--- src/hdl/trilinear_voxel_sampler_macros.svh ---
// assertion helpers, all clocked on clk and disabled while rst_n is low
`ifndef TRILINEAR_VOXEL_SAMPLER_MACROS_SVH
`define TRILINEAR_VOXEL_SAMPLER_MACROS_SVH
`ifndef NO_ASSERTIONS
`define TVS_ASSERT_IMPL(name, cond, prop) \
  name: assert property (@(posedge clk) disable iff (!rst_n) (cond) |-> (prop)) \
    else $error("assertion failed");
`define TVS_ASSERT_NEXT(name, cond, prop) \
  name: assert property (@(posedge clk) disable iff (!rst_n) (cond) |=> (prop)) \
    else $error("assertion failed");
`else
`define TVS_ASSERT_IMPL(name, cond, prop)
`define TVS_ASSERT_NEXT(name, cond, prop)
`endif
`endif

--- src/hdl/tvs_pkg.sv ---
`timescale 1ns / 1ps
package tvs_pkg;

  localparam int DEF_MAX_X     = 64;
  localparam int DEF_MAX_Y     = 64;
  localparam int DEF_MAX_Z     = 32;
  localparam int DEF_FRAC_BITS = 8;

  // stream layout
  localparam int IN_TDATA_W   = 88;
  localparam int OUT_TDATA_W  = 24;
  localparam int COORD_W      = 17;
  localparam int WADDR_W      = 17;
  localparam int VOXEL_W      = 16;
  localparam int IN_ADDR_LSB  = 0;
  localparam int IN_VALUE_LSB = 17;
  localparam int IN_CX_LSB    = 33;
  localparam int IN_CY_LSB    = 50;
  localparam int IN_CZ_LSB    = 67;

  // configuration registers
  localparam int CFG_IDX_W  = 3;
  localparam int CFG_DATA_W = 16;
  localparam logic [CFG_IDX_W-1:0] CFG_SIZE_X     = 3'd0;
  localparam logic [CFG_IDX_W-1:0] CFG_SIZE_Y     = 3'd1;
  localparam logic [CFG_IDX_W-1:0] CFG_SIZE_Z     = 3'd2;
  localparam logic [CFG_IDX_W-1:0] CFG_BACKGROUND = 3'd3;
  localparam logic [CFG_IDX_W-1:0] CFG_VOXEL_MODE = 3'd4;

  localparam int RST_SIZE_X = 64;
  localparam int RST_SIZE_Y = 64;
  localparam int RST_SIZE_Z = 32;

  // command kinds carried from front to back
  localparam logic [1:0] KIND_WRITE   = 2'd0;
  localparam logic [1:0] KIND_SAMPLE  = 2'd1;
  localparam logic [1:0] KIND_OUTSIDE = 2'd2;

  localparam int QDEPTH = 4;

  typedef struct packed {
    logic [6:0]  sx;
    logic [6:0]  sy;
    logic [5:0]  sz;
    logic [13:0] sxsy;
    logic [15:0] background;
    logic        mode;
  } tvs_cfg_t;

  typedef struct packed {
    logic busy;
    logic pipe_active;
  } tvs_back_stat_t;

  function automatic logic [6:0] clamp_size(input logic [6:0] s, input int m);
    return (int'(s) > m) ? 7'(m) : s;
  endfunction

  // kind, address, write data, ceiling steps, three fractions
  function automatic int q_width(input int aw, input int fb);
    return 2 + aw + VOXEL_W + 3 + 3 * fb;
  endfunction

endpackage

--- src/hdl/tvs_front.sv ---
`timescale 1ns / 1ps
module tvs_front #(
  parameter int FRAC_BITS = tvs_pkg::DEF_FRAC_BITS,
  parameter int VOL_DEPTH = tvs_pkg::DEF_MAX_X * tvs_pkg::DEF_MAX_Y * tvs_pkg::DEF_MAX_Z,
  parameter int AW        = $clog2(VOL_DEPTH)
) (
  input  logic                                        clk,
  input  logic                                        rst_n,
  input  tvs_pkg::tvs_cfg_t                           cfg,
  input  logic                                        in_tvalid,
  output logic                                        in_tready,
  input  logic [tvs_pkg::IN_TDATA_W-1:0]              in_tdata,
  input  logic                                        in_tuser,
  output logic                                        q_vld,
  input  logic                                        q_rdy,
  output logic [tvs_pkg::q_width(AW, FRAC_BITS)-1:0]  q_data
);

  typedef struct packed {
    logic [1:0]                kind;
    logic [AW-1:0]             addr;
    logic [15:0]               data;
    logic [2:0]                step;
    logic [2:0][FRAC_BITS-1:0] frac;
  } q_entry_t;

  logic [2:0][16:0]          coord;
  logic [2:0][15:0]          fmag;
  logic [2:0][FRAC_BITS-1:0] frac;
  logic [2:0]                step;
  logic [2:0][16:0]          ceil_v;
  logic                      outside;
  logic [16:0]               wr_addr;
  logic [15:0]               wr_raw;
  logic [15:0]               wr_val;
  logic                      wr_ok;
  logic [13:0]               prod_y;
  logic [19:0]               prod_z;
  logic                      accept;
  logic                      s1_take;

  logic                      s1_vld_r, s1_vld_nxt;
  logic [1:0]                s1_kind_r;
  logic                      s1_drop_r;
  logic [16:0]               s1_addr_r;
  logic [15:0]               s1_wval_r;
  logic [6:0]                s1_fx_r;
  logic [13:0]               s1_py_r;
  logic [19:0]               s1_pz_r;
  logic [2:0][FRAC_BITS-1:0] s1_frac_r;
  logic [2:0]                s1_step_r;

  logic [31:0]               base32;
  logic [31:0]               wa32;
  q_entry_t                  entry;

  assign coord[0] = in_tdata[tvs_pkg::IN_CX_LSB +: tvs_pkg::COORD_W];
  assign coord[1] = in_tdata[tvs_pkg::IN_CY_LSB +: tvs_pkg::COORD_W];
  assign coord[2] = in_tdata[tvs_pkg::IN_CZ_LSB +: tvs_pkg::COORD_W];
  assign wr_addr  = in_tdata[tvs_pkg::IN_ADDR_LSB +: tvs_pkg::WADDR_W];
  assign wr_raw   = in_tdata[tvs_pkg::IN_VALUE_LSB +: tvs_pkg::VOXEL_W];

  // floor is the low 16 bits shifted right; a set sign bit means a negative, outside point
  always_comb begin
    for (int a = 0; a < 3; a++) begin
      fmag[a]   = 16'(coord[a][15:0] >> FRAC_BITS);
      frac[a]   = coord[a][FRAC_BITS-1:0];
      step[a]   = |frac[a];
      ceil_v[a] = {1'b0, fmag[a]} + 17'(step[a]);
    end
    outside = coord[0][16] | coord[1][16] | coord[2][16] |
              (ceil_v[0] >= 17'(cfg.sx)) | (ceil_v[1] >= 17'(cfg.sy)) |
              (ceil_v[2] >= 17'(cfg.sz));
    wr_ok  = 32'(wr_addr) < 32'(VOL_DEPTH);
    wr_val = cfg.mode ? wr_raw : {8'h00, wr_raw[7:0]};
    // only meaningful for points inside, where indices fit the size fields
    prod_y = 14'(cfg.sx) * 14'(fmag[1][6:0]);
    prod_z = 20'(cfg.sxsy) * 20'(fmag[2][5:0]);
  end

  // an out-of-range write leaves the stage without a queue transfer
  assign s1_take   = !s1_vld_r || s1_drop_r || q_rdy;
  assign in_tready = s1_take;
  assign accept    = in_tvalid && in_tready;
  assign q_vld     = s1_vld_r && !s1_drop_r;

  always_comb begin
    s1_vld_nxt = s1_vld_r;
    if (accept) begin
      s1_vld_nxt = 1'b1;
    end else if (s1_take) begin
      s1_vld_nxt = 1'b0;
    end
  end

  always_ff @(posedge clk) begin
    if (!rst_n) begin
      s1_vld_r <= 1'b0;
    end else begin
      s1_vld_r <= s1_vld_nxt;
    end
  end

  always_ff @(posedge clk) begin
    if (accept) begin
      s1_kind_r <= !in_tuser ? tvs_pkg::KIND_WRITE :
                   (outside ? tvs_pkg::KIND_OUTSIDE : tvs_pkg::KIND_SAMPLE);
      s1_drop_r <= !in_tuser && !wr_ok;
      s1_addr_r <= wr_addr;
      s1_wval_r <= wr_val;
      s1_fx_r   <= fmag[0][6:0];
      s1_py_r   <= prod_y;
      s1_pz_r   <= prod_z;
      s1_frac_r <= frac;
      s1_step_r <= step;
    end
  end

  always_comb begin
    base32     = 32'(s1_fx_r) + 32'(s1_py_r) + 32'(s1_pz_r);
    wa32       = 32'(s1_addr_r);
    entry.kind = s1_kind_r;
    entry.addr = (s1_kind_r == tvs_pkg::KIND_WRITE) ? wa32[AW-1:0] : base32[AW-1:0];
    entry.data = s1_wval_r;
    entry.step = s1_step_r;
    entry.frac = s1_frac_r;
  end

  assign q_data = entry;

endmodule

--- config.mk ---
export PLATFORM = sky130hd
export DESIGN_NAME = tvs_front
export DESIGN_NICKNAME = d
export VERILOG_FILES = /design/src/hdl/trilinear_voxel_sampler_macros.svh /design/src/hdl/tvs_pkg.sv /design/src/hdl/tvs_front.sv
export SDC_FILE = /design/constraint.sdc
export NUM_CORES = 1
export LEC_CHECK = 0
export BUFFER_PORTS_ARGS = -buffer_cell sky130_fd_sc_hd__buf_2
export CORE_MARGIN = 1.5
export CORE_UTILIZATION = 45
export DETAILED_ROUTE_END_ITERATION = 8
export GPL_ROUTABILITY_DRIVEN = 0
export HOLD_SLACK_MARGIN = 0.05
export MAX_ROUTING_LAYER = met4
export PLACE_DENSITY = 0.78
export SLEW_MARGIN = 30
export SYNTH_ARGS = -nofsm -noshare
export SYNTH_HDL_FRONTEND = slang
export SYNTH_SLANG_ARGS = --single-unit
--- constraint.sdc ---
create_clock -name clk -period 12.4 [get_ports clk]
set_input_delay 2.48 -clock clk [delete_from_list [all_inputs] [get_ports clk]]
set_output_delay 2.48 -clock clk [all_outputs]
set_load 0.005 [all_outputs]
==> impl_metrics.toml <==
[outcome]
status = "finished clean"

[synth]
syn_inst = 846
synth_enable_flop_cells = 100
yosys_most_used_dff = "edfxtp_1"
syn_area_per_cell_um2 = 10.6
synth_seq_cells = 101
ys_seq_area_frac = 0.337
synthesis.area_um2 = 8970
yosys_warnings = 0
yosysUniqueCellTypes = 51
syn-num-nets = 1168
async_reset_ff_frac = 0

[die]
coreArea_um2 = 19500
std_cell_rows = 51
die_area_um2 = 20800
initial_core_util = 0.460
die_x_um = 144
io_pins = 208
die_y_um = 144

[detailed_routing]
first_pass_iters = 5
drc = 0
wl_per_cell_um = 14.5
wl_mm = 18.9
vias_per_cell = 5.04
num_vias = 6554
drt_iter0_markers = 323
drtAntennaViolNets = 0

[cells_and_area]
final_util = 0.539
area_growth_syn_to_layout_pct = 17.2
regArea_um2 = 3020
multiInputGateArea_um2 = 5460
layout-drive-gt1-share = 0.201
stdcell_count = 1300
n_fill_cell = 1739
final_nets = 1351

[timing]
slew_viol_final = 0
rsz0062_at_grt = "false"
period_needed_ns = 6.20
max_freq_mhz = 161
worst-slew-pin-transition_ns = 0.941
setup_viol = 0
slew_headroom = 0.371
fin_crit_sh = 0.500
timing.setup.tns_ns = 0
fin_ws_ns = 6.20
finalHoldViolCount = 0
skew_ns = 0.00987

[cts]
cts_buffer_depth = 2
htreeDepth = 3
postCtsHoldBufs = 0
cts-root-buf = "clkbuf_16"
cts_buffers = 9
post_cts_resized = 0
tritoncts = "yes"
cts_setup_buffers = 0
clk_latency_ns = 0.35
clk_pin_slew_worst_paths_ns = 0.07
cts_sinks = 101

[min_path]
hold_path_class = "flip-flop to flip-flop"
hold_depth = 2

[grt]
grt_overflow = 0
grt_max_degree = 60
grt_pass1_vias = 6357
grt_pass1_wl_mm = 30.6
track_usage = 0.193
antenna_found_initial = 1

[placement]
port_buffers = 187
dp.cells = 1283
pre_cts_slack_ns = 5.87
place_hpwl_mm = 15.2

[worst_setup_path]
critPathCaptureType = "flip-flop"
crit_required_ns = 12.48
worstPathCellList = "buf_2, and2_1, fa_1, inv_1, fa_1, inv_1, fa_1, inv_1, fa_1, inv_1, ha_1, o21ai_0, o21a_1, o31ai_1, a21oi_1, xnor2_1"
slowest_stage = "fa_1"
slowest_delay_ns = 0.53
start_kind = "input port"
cp_data_arrival_time_ns = 6.28
cp_max_fo = 9
path_class = "input port to flip-flop"
worstRegToRegCells = 3
ff2ff_setup_slack_ns = 10.38

[power_and_ir_drop]
power_density_nw_per_um2 = 168
irDropWorstVdd_uv = 94.2
p_leak_uw = 0.00491

[flow_run]
cap_viol_max_count = 0
-- registers in the layout, summed over array words and instances, names as in the netlist --
| register | flops |
|---|---|
| q_data | 24 |
| s1_addr_r | 17 |
| s1_pz_r | 17 |
| s1_wval_r | 16 |
| s1_py_r | 14 |
| s1_fx_r | 7 |
| s1_step_r | 3 |
| s1_kind_r | 2 |
| s1_vld_r | 1 |
-- report_power, final --
| part | switching (uW) | total, uW | internal (uW) |
|---|---|---|---|
| logic | 548 | 988 | 440 |
| registers | 19.2 | 474 | 454 |
| clock network | 123 | 302 | 179 |
| total | 691 | 1760 | 1070 |
-- stage by stage --
step	total power (uW)	hold WS (ns)	cell area (um^2)
after global routing	1930	0.583	10500
after CTS	1780	0.544	10500
after floorplan	1190	0.537	8970
after detailed placement	1470	0.530	10200
after global placement	1440	0.516	10200
final	1760	0.539	10500
-- placed cells by master (no fill, tap or decap), types with 10 or more instances in the layout --
cell type / netlist / layout
o21a_1: 11 / 11
xnor2_1: 29 / 29
nand3_1: 14 / 14
buf_2: 0 / 187
a21oi_1: 38 / 38
nor3_1: 10 / 10
a21o_1: 13 / 13
inv_1: 116 / 116
nor2_1: 35 / 35
nand2_1: 55 / 55
and2_1: 118 / 117
fa_1: 79 / 79
edfxtp_1: 100 / 100
xor2_1: 16 / 16
ha_1: 99 / 99
-- cells in the mapped netlist, drive strengths merged, types with 3 or more instances --
cell,count,area share
edfxtp,100,0.33
nand4,6,0.0042
xnor2,29,0.028
a21boi,5,0.0042
nor4,9,0.0077
nor2b,3,0.0021
a31oi,3,0.0021
a211oi,6,0.0050
nand2b,5,0.0035
a21oi,38,0.021
o31ai,8,0.0067
nand3,14,0.0078
nand2,55,0.023
clkbuf,16,0.0067
or2,3,0.0021
o21bai,3,0.0025
and3,6,0.0042
xor2,16,0.016
ha,99,0.14
and2,118,0.082
fa,79,0.18
inv,116,0.049
o21ai,16,0.0089
o21a,11,0.0092
a21o,13,0.011
nor3,10,0.0056
nor2,35,0.015
-- area by class of cell --
class	instances	share of cell area
clock inverters	6	0.00892
diodes	1	0.000238
flip-flops and latches	101	0.287
clock buffers	10	0.0218
multi-input cells	613	0.519
well taps	265	0.0315
repair buffers	188	0.0897
inverters	116	0.0414
-- layer usage --
| layer | global-route usage | vias to the layer above | share of wire |
|---|---|---|---|
| met5 | - | - | 0 |
| met4 | 0.0526 | 0 | 0.016 |
| met3 | 0.0281 | 20 | 0.057 |
| met2 | 0.308 | 196 | 0.48 |
| met1 | 0.258 | 3110 | 0.45 |
| li1 | - | 3228 | - |
-- worst paths after layout --
| kind | endpoint | start |
|---|---|---|
| hold reg to reg | s1_vld_r$_SDFFE_PN0P_ | s1_vld_r$_SDFFE_PN0P_ |
| setup reg to reg | s1_pz_r[0]$_DFFE_PP_ | s1_vld_r$_SDFFE_PN0P_ |
| hold / removal | s1_vld_r$_SDFFE_PN0P_ | s1_vld_r$_SDFFE_PN0P_ |
| setup / recovery | s1_py_r[13]$_DFFE_PP_ | in_tdata[61] |
-- cell families (layout without fill, tap and decap cells) --
family / Yosys count / after routing / synth area share
multiplexers: 1 / 1 / 0.00112
buffers and inverters: 132 / 320 / 0.0552
flip-flops: 101 / 101 / 0.337
other: 0 / 1 / 0
AND/OR/NAND/NOR: 270 / 270 / 0.162
XOR/XNOR: 45 / 45 / 0.0439
adder cells (fa/ha/maj): 178 / 178 / 0.314
AO/OA/AOI/OAI: 119 / 119 / 0.0863
-- worst max-delay path: cells and delay by family --
kind	cells	cell delay [ns]
buffers and inverters	5	0.35
AOI/OAI and AO/OA	4	0.73
adders and majority gates	5	2.37
and+or+nand+nor	1	0.19
xor gates and xnor gates	1	0.16
No activity file was read; power rests on OpenSTA's default activity.
