--- config.mk ---
export PLATFORM = sky130hd
export DESIGN_NAME = tvs_queue
export DESIGN_NICKNAME = d
export VERILOG_FILES = /design/src/hdl/trilinear_voxel_sampler_macros.svh /design/src/hdl/tvs_pkg.sv /design/src/hdl/tvs_queue.sv
export SDC_FILE = /design/constraint.sdc
export NUM_CORES = 1
export LEC_CHECK = 0
export BUFFER_PORTS_ARGS = -buffer_cell sky130_fd_sc_hd__buf_2
export CAP_MARGIN = 20
export CORE_UTILIZATION = 25
export DETAILED_ROUTE_END_ITERATION = 10
export PLACE_DENSITY = 0.39
export SYNTH_ARGS = -nofsm -noshare
export SYNTH_HDL_FRONTEND = slang
export SYNTH_SLANG_ARGS = --single-unit
--- constraint.sdc ---
create_clock -name clk -period 2.6 [get_ports clk]
set_input_delay 0.26 -clock clk [delete_from_list [all_inputs] [get_ports clk]]
set_output_delay 0.26 -clock clk [all_outputs]
set_load 0.005 [all_outputs]
--- src/hdl/trilinear_voxel_sampler_macros.svh ---
// assertion helpers, all clocked on clk and disabled while rst_n is low
`ifndef TRILINEAR_VOXEL_SAMPLER_MACROS_SVH
`define TRILINEAR_VOXEL_SAMPLER_MACROS_SVH
`ifndef NO_ASSERTIONS
`define TVS_ASSERT_IMPL(name, cond, prop) \
  name: assert property (@(posedge clk) disable iff (!rst_n) (cond) |-> (prop)) \
    else $error("assertion failed");
`define TVS_ASSERT_NEXT(name, cond, prop) \
  name: assert property (@(posedge clk) disable iff (!rst_n) (cond) |=> (prop)) \
    else $error("assertion failed");
`else
`define TVS_ASSERT_IMPL(name, cond, prop)
`define TVS_ASSERT_NEXT(name, cond, prop)
`endif
`endif

--- src/hdl/tvs_pkg.sv ---
`timescale 1ns / 1ps
package tvs_pkg;

  localparam int DEF_MAX_X     = 64;
  localparam int DEF_MAX_Y     = 64;
  localparam int DEF_MAX_Z     = 32;
  localparam int DEF_FRAC_BITS = 8;

  // stream layout
  localparam int IN_TDATA_W   = 88;
  localparam int OUT_TDATA_W  = 24;
  localparam int COORD_W      = 17;
  localparam int WADDR_W      = 17;
  localparam int VOXEL_W      = 16;
  localparam int IN_ADDR_LSB  = 0;
  localparam int IN_VALUE_LSB = 17;
  localparam int IN_CX_LSB    = 33;
  localparam int IN_CY_LSB    = 50;
  localparam int IN_CZ_LSB    = 67;

  // configuration registers
  localparam int CFG_IDX_W  = 3;
  localparam int CFG_DATA_W = 16;
  localparam logic [CFG_IDX_W-1:0] CFG_SIZE_X     = 3'd0;
  localparam logic [CFG_IDX_W-1:0] CFG_SIZE_Y     = 3'd1;
  localparam logic [CFG_IDX_W-1:0] CFG_SIZE_Z     = 3'd2;
  localparam logic [CFG_IDX_W-1:0] CFG_BACKGROUND = 3'd3;
  localparam logic [CFG_IDX_W-1:0] CFG_VOXEL_MODE = 3'd4;

  localparam int RST_SIZE_X = 64;
  localparam int RST_SIZE_Y = 64;
  localparam int RST_SIZE_Z = 32;

  // command kinds carried from front to back
  localparam logic [1:0] KIND_WRITE   = 2'd0;
  localparam logic [1:0] KIND_SAMPLE  = 2'd1;
  localparam logic [1:0] KIND_OUTSIDE = 2'd2;

  localparam int QDEPTH = 4;

  typedef struct packed {
    logic [6:0]  sx;
    logic [6:0]  sy;
    logic [5:0]  sz;
    logic [13:0] sxsy;
    logic [15:0] background;
    logic        mode;
  } tvs_cfg_t;

  typedef struct packed {
    logic busy;
    logic pipe_active;
  } tvs_back_stat_t;

  function automatic logic [6:0] clamp_size(input logic [6:0] s, input int m);
    return (int'(s) > m) ? 7'(m) : s;
  endfunction

  // kind, address, write data, ceiling steps, three fractions
  function automatic int q_width(input int aw, input int fb);
    return 2 + aw + VOXEL_W + 3 + 3 * fb;
  endfunction

endpackage

--- src/hdl/tvs_queue.sv ---
`timescale 1ns / 1ps
module tvs_queue #(
  parameter int W = 8
) (
  input  logic         clk,
  input  logic         rst_n,
  input  logic         in_vld,
  output logic         in_rdy,
  input  logic [W-1:0] in_data,
  output logic         out_vld,
  input  logic         out_rdy,
  output logic [W-1:0] out_data
);

  localparam int PW = $clog2(tvs_pkg::QDEPTH);

  logic [W-1:0]  slot_r [tvs_pkg::QDEPTH];
  logic [PW-1:0] wr_ptr_r, wr_ptr_nxt;
  logic [PW-1:0] rd_ptr_r, rd_ptr_nxt;
  logic [PW:0]   count_r, count_nxt;
  logic          push, pop;

  always_comb begin
    in_rdy   = count_r != (PW+1)'(tvs_pkg::QDEPTH);
    out_vld  = count_r != '0;
    out_data = slot_r[rd_ptr_r];
    push     = in_vld && in_rdy;
    pop      = out_vld && out_rdy;
    wr_ptr_nxt = wr_ptr_r;
    rd_ptr_nxt = rd_ptr_r;
    if (push) begin
      wr_ptr_nxt = (wr_ptr_r == PW'(tvs_pkg::QDEPTH - 1)) ? '0 : wr_ptr_r + PW'(1);
    end
    if (pop) begin
      rd_ptr_nxt = (rd_ptr_r == PW'(tvs_pkg::QDEPTH - 1)) ? '0 : rd_ptr_r + PW'(1);
    end
    count_nxt = count_r + (PW+1)'(push) - (PW+1)'(pop);
  end

  always_ff @(posedge clk) begin
    if (!rst_n) begin
      wr_ptr_r <= '0;
      rd_ptr_r <= '0;
      count_r  <= '0;
    end else begin
      wr_ptr_r <= wr_ptr_nxt;
      rd_ptr_r <= rd_ptr_nxt;
      count_r  <= count_nxt;
    end
  end

  always_ff @(posedge clk) begin
    if (push) begin
      slot_r[wr_ptr_r] <= in_data;
    end
  end

endmodule

==> run metrics, run 1 <==
area of the multi-input gates 452 um2; Syn Area/Cell approximately 17 um2; Post-synth EDFFs 32; Synth cell types 26; Total Routing Usage GR approximately 8.6%; GRT overflow 0; RSZ-0062 raised after global routing false; DRC Markers 0; register area share after synthesis 69.6%; Cell Rows 29; Setup crit end kind flop; vias in the first global route roughly 850; pin count of the biggest net entering global routing 15; Vias/cell 4.24; worst-path fanout max 7; Die Wd between 80 and 90 um; Mapped Nets 114; H-tree depth 2; Synth top area share 58.6%; outcome completed; global-route wire length before repair 4260 um; top sig layer met4; Longest Clk Path Bufs 2; Final Hold Viols 0; layout cell share with drive strength beyond 1 35.0%; Least-Margin Pin Slew 583 ps; top_reg_cell synth edfxtp_1; CP arrival 2670 ps; Max-cap violations 0; final wirelength 2740 um; Seq. cell area 1140 um2; slew margin rel. 61.1%; Worst Path Required 2790 ps; top-count cell post-synth edfxtp_1; Pwr Density 951 nW/um2; full die area 6880 um2; Clock Sinks 41; drt first pass iters 4; Fin Hold WS 175 ps; worst min path class input pin to flop; IO buf count 21; initial drt markers 36; final setup vio count 0; fin. max-slew vios 0; final cell area excluding filler cells 1960 um2; fmax 403 MHz; core area 6350 um2; dpl hpwl 1940 um; Final min period 2480 ps; post-cts resize count 0; Initial Util 25.8%; r2r worst-path depth 11; met1 wire length 1130 um; VDD IR max 0.280 mV; clock skew 4.52 ps; Setup Total Neg Slack 0 ps; initial antenna violation count 0; fin util 30.9%; portion of netlist area occupied by mux cells 11.6%; Clk pin slew, worst setup/hold paths 80 ps; Layout Nets between 100 and 150; worst skew pair latency between 200 and 300 ps; DIE HEIGHT 83.0 um; P_leak 0.721 nW; Setup CP Type flop to flop; total number of vias 835; Synth Area in Adders 6.56%; synthesis-stage register bit count 41; Post-CTS Setup Inserts 0; Ys Warns 0; Placer Congestion 0.736; clock share of power 32.3%; internal power 1.41 mW; P_sw between 0.4 and 0.5 mW; metal2 WL 1420 um; n_diodes 0; Num CTS Buffers 5; Boundary Pins 22; hold depth 1; number of fill cells 618; Post-Synth Simple-Gate Area 6.95%; most frequent cells after synthesis edfxtp_1, dfxtp_1, mux4_2; Combinational Power Share 20.5%; clock tree from TritonCTS done; Syn-to-layout area delta 19.7%; met3 WL 132 um; largest family of logic cells by synthesized area multiplexers; DRT antenna net count 0; Post-CTS Hold Buffers 0; xor/xnor cell area share of the yosys netlist 1.07%; Wirelength per Cell roughly 14 um; compound-cell area share of the yosys netlist 1.37%; Post-Syn Area 1640 um2; Net Sw Frac 24.6%; ranking of synthesized cells by area edfxtp_1, dfxtp_1, mux4_2, ha_1, inv_1; share of power burned in registers 47.2%; DP Area 1820 um2; fraction of registers with async set/reset 0%; area leader, netlist edfxtp_1; cells after synthesis 94; root buffer cell clkbuf_8; crit start category flop; fin crit share 95.5%
-- layout make-up --
class	instances	share of cell area [%]
sequential	41	58.2
multi-input combinational	43	23.0
timing repair buffer	22	5.74
tap	77	4.91
clock buffer	5	3.51
clock inverter	3	3.51
inverter	6	1.15
-- cells in the final DEF (no fill, tap or decap), drive strengths merged, types with 2 or more instances in the layout --
cell type	Yosys	final
nor2	2	2
clkbuf	1	5
nand3	2	2
nand2	5	5
ha	7	7
inv	6	7
and2	3	3
and3	4	4
o21ai	3	3
buf	3	22
dfxtp	9	9
mux4	8	8
bufinv	0	2
edfxtp	32	32
xnor2	2	2
-- path summary, 6_finish.rpt --
| path | startpoint | endpoint | slack [ps] |
|---|---|---|---|
| min | in_data[2] | slot_r[3][2]$_DFFE_PP_ | 180 |
| max | count_r[1]$_SDFF_PN0_ | count_r[2]$_SDFF_PN0_ | 120 |
| max reg2reg | count_r[1]$_SDFF_PN0_ | count_r[2]$_SDFF_PN0_ | 120 |
| min reg2reg | wr_ptr_r[1]$_SDFFE_PN0P_ | wr_ptr_r[1]$_SDFFE_PN0P_ | 520 |
-- critical path, cell delays in order, from the launching register on --
cell,delay [ps]
dfxtp_1,360
or3b_1,480
and2_4,210
inv_1,50
ha_1,220
inv_1,50
ha_1,130
inv_1,50
fa_1,370
xnor2_1,210
xnor2_1,80
and2_1,150
-- layer usage --
layer / vias up / global-route usage, %
met5: - / 0
met4: 0 / 4.23
met3: 6 / 3.68
met2: 18 / 14.0
met1: 409 / 9.57
li1: 402 / -
-- power groups by stage --
stage                     Sequential, mW  Clock (mW)  Combinational (mW)
after floorplan                    0.847           0               0.300
after global placement             0.895           0               0.389
after detailed placement           0.903           0               0.393
after CTS                          0.888       0.623               0.395
after global routing               0.897       0.647               0.424
final                              0.881       0.603               0.382
-- stage by stage --
stage | setup slack [ps] | instances | power (mW)
global route | 2.18 | 197 | 1.97
CTS | 107 | 197 | 1.91
detailed placement | 127 | 189 | 1.30
floorplan | 241 | 94 | 1.15
global placement | 209 | 189 | 1.28
finish | 117 | 197 | 1.87
-- flip-flops by register name, indices dropped and copies added, names as in the netlist, named ones only --
register,flops
count_r,3
rd_ptr_r,2
slot_r,32
wr_ptr_r,2
-- cell families (layout without fill, tap and decap cells) --
group / count (synthesis) / count (layout)
AOI/OAI and AO/OA: 4 / 4
buffers and inverters: 10 / 36
adders and majority gates: 8 / 8
muxes: 9 / 9
DFF: 41 / 41
and+or+nand+nor: 20 / 20
xor gates and xnor gates: 2 / 2
No activity file was read; power rests on OpenSTA's default activity.
==> inputs of run 2 (changes only) <==
- ABC_AREA: not set -> 1
==> run 2 against run 1 <==
Compared with the run above:
- the flow now finishes with violations (design-rule violations)
- sequential power grew 1%
- setup slack gained 540 ps
- maximum frequency grew 28%
- power grew 0.27%
- clock skew grew 5.1 ps
==> run metrics, run 2 <==
dpl hpwl 2180 um (+12%); Syn Area/Cell 12.2 um2 (-30%); Max-cap violations 0 (unchanged); Initial Util 26.3% (+0.46 points); most frequent cells after synthesis edfxtp_1, nor2_1, inv_1; Setup CP Type flop to flop; slowest cell on the critical path dfxtp_1; Post-synth EDFFs 32 (unchanged); total number of vias 1069 (+28%); Pwr Density 935 nW/um2 (-1.7%); Vias/cell 4.31 (+1.7%); Ys Warns 0 (unchanged); n_diodes 0 (unchanged); Setup crit end kind flop; Total Routing Usage GR 9.46% (+0.88 points); final setup vio count 0 (unchanged); worst skew pair latency 280 ps (about the same); top-count cell post-synth edfxtp_1; ranking of synthesized cells by area edfxtp_1, dfxtp_1, nor2_1, ha_1, o21ai_0; global-route wire length before repair 4990 um (+17%); Wirelength per Cell 12.9 um (-7.4%); clock skew 9.60 ps (+5.08 ps); Num CTS Buffers 5 (unchanged); outcome finished with violations; slew margin rel. 76.3% (+15 points); Largest Register slot_r; cells after synthesis 139 (+48%); Layout Nets 190 (+37%); Critical Path Max Stage Delay 460 ps (-20 ps); root buffer cell clkbuf_8; DRT antenna net count 0 (unchanged); Cell Rows 29 (unchanged); register area share after synthesis 67.3% (-2.4 points); Syn-to-layout area delta 17.9%; P_leak 0.773 nW (+7.2%); Boundary Pins 22 (unchanged); Largest regs slot_r (32), count_r (3); Placer Congestion 0.666 (-9.5%); violated checks design-rule violations; Least-Margin Pin Slew 356 ps (-227 ps); Post-CTS Hold Buffers 0 (unchanged); initial drt markers 54 (+50%); Worst path most repeated cell inv_1; Synth top area share 56.6% (-2.0 points); final wirelength 3200 um (+17%); area leader, netlist edfxtp_1; Clk pin slew, worst setup/hold paths 80 ps (about the same); max FFs per register 32 (unchanged); layout cell share with drive strength beyond 1 25.1% (-9.9 points); Post-CTS Setup Inserts 0 (unchanged); full die area 7120 um2 (+3.4%); initial antenna violation count 0 (unchanged); fraction of registers with async set/reset 0% (unchanged); Die Wd 84.4 um (+1.7%); Final min period 1940 ps (-540 ps); worst-path fanout max 7 (unchanged); CP arrival 2130 ps (-540 ps); VDD IR max 0.290 mV (+3.6%); r2r worst-path depth 12 (+1); Setup Total Neg Slack 0 ps (unchanged); worst min path class input pin to flop; Mapped Nets 159 (+39%); fin crit share 74.7% (-21 points); Clock Sinks 41 (unchanged); Worst Path Required 2790 ps (about the same); crit start category flop; DIE HEIGHT 84.4 um (+1.7%); hold depth 1 (unchanged); commonest non-fill, non-tap cell in the layout edfxtp_1; top_reg_cell synth edfxtp_1; post-cts resize count 0 (unchanged); H-tree depth 2 (unchanged); GRT overflow 0 (unchanged); drt first pass iters 7 (+3); clock tree from TritonCTS done; core area 6460 um2 (+1.7%); most frequent cells in the layout edfxtp_1, nor2_1, buf_2, inv_1, o21ai_0; Longest Clk Path Bufs 2 (unchanged); Synth cell types 23 (-12%); RSZ-0062 raised after global routing false; Post-Syn Area 1700 um2 (+3.5%); fin. max-slew vios 0 (unchanged); Tot Pwr 1.87 mW (+0.27%); vias in the first global route 1038 (+22%); IO buf count 21 (unchanged); Final Hold Viols 0 (unchanged); synthesis-stage register bit count 41 (unchanged); fmax 515 MHz (+28%); crit path cell chain nor2_4 -> nand2_2 -> nand2_4 -> ha_1 -> inv_1 -> ha_1 -> inv_1 -> fa_1 -> inv_1 -> nand2_1 -> nand2_1 -> nor2_1; DRC Markers 2 (+2); pin count of the biggest net entering global routing 17 (+2)
## run 2: cell count changes after synthesis, sizes merged, moves of 2 or more
cell / change
nand3b: +2
o21ai: +13
nand2: +6
inv: +8
o22ai: +8
nor2: +30
mux4: -8
and3: -4
and2: -3
## run 2: final cells by class
| class | instances | area (um2) |
|---|---|---|
| multi-input combinational | 82 | 480 |
| sequential | 41 | 1140 |
| clock buffer | 6 | 72.6 |
| fill | 660 | 4460 |
| tap | 77 | 96.3 |
| inverter | 14 | 52.6 |
| timing repair buffer | 26 | 143 |
| clock inverter | 2 | 15.0 |
## run 2: logic make-up (layout without fill, tap and decap cells)
group                    count (synthesis)  after routing  share of synthesized area [%]
flip-flops                              41             41                           67.3
AND/OR/NAND/NOR                         47             47                           12.4
XOR/XNOR                                 1              1                          0.516
AO/OA/AOI/OAI                           26             26                           9.07
adder cells (fa/ha/maj)                  8              8                           6.34
buffers and inverters                   16             48                           4.42
## run 2: worst max-delay path, delay by kind of cell, from the launching register on
family	cells	cell delay, ps
buffers and inverters	3	180
AND/OR/NAND/NOR	6	430
flip-flops	1	460
adder cells (fa/ha/maj)	3	780
## run 2: worst paths after layout
path,from,end,slack [ps]
min,in_data[5],slot_r[1][5]$_DFFE_PP_,180
min reg2reg,rd_ptr_r[1]$_SDFFE_PN0N_,rd_ptr_r[1]$_SDFFE_PN0N_,510
max,count_r[1]$_SDFF_PN0_,count_r[2]$_SDFF_PN0_,660
max reg2reg,count_r[1]$_SDFF_PN0_,count_r[2]$_SDFF_PN0_,660
## run 2: routing by layer
layer | routed length (um) | track usage, %
met1 | 1480 | 10.9
met4 | 48 | 4.01
met2 | 1550 | 16.1
met5 | 0 | 0
met3 | 123 | 3.15
## run 2: power by group
| part | switching (mW) | internal [mW] |
|---|---|---|
| clock network | 0.216 | 0.189 |
| logic | 0.333 | 0.240 |
| registers | 0.0776 | 0.815 |
## run 2: metrics by stage
step	hold slack [ps]	utilization, %	worst slack, ps	area (um2)	std cells
6_report	179	31.0	657	2000	248
3_5_place_dp	478	29.6	668	1910	240
3_3_place_gp	470	29.6	752	1910	240
5_1_grt	175	31.0	556	2000	248
2_1_floorplan	358	-	796	1700	139
4_1_cts	178	31.0	644	2000	248
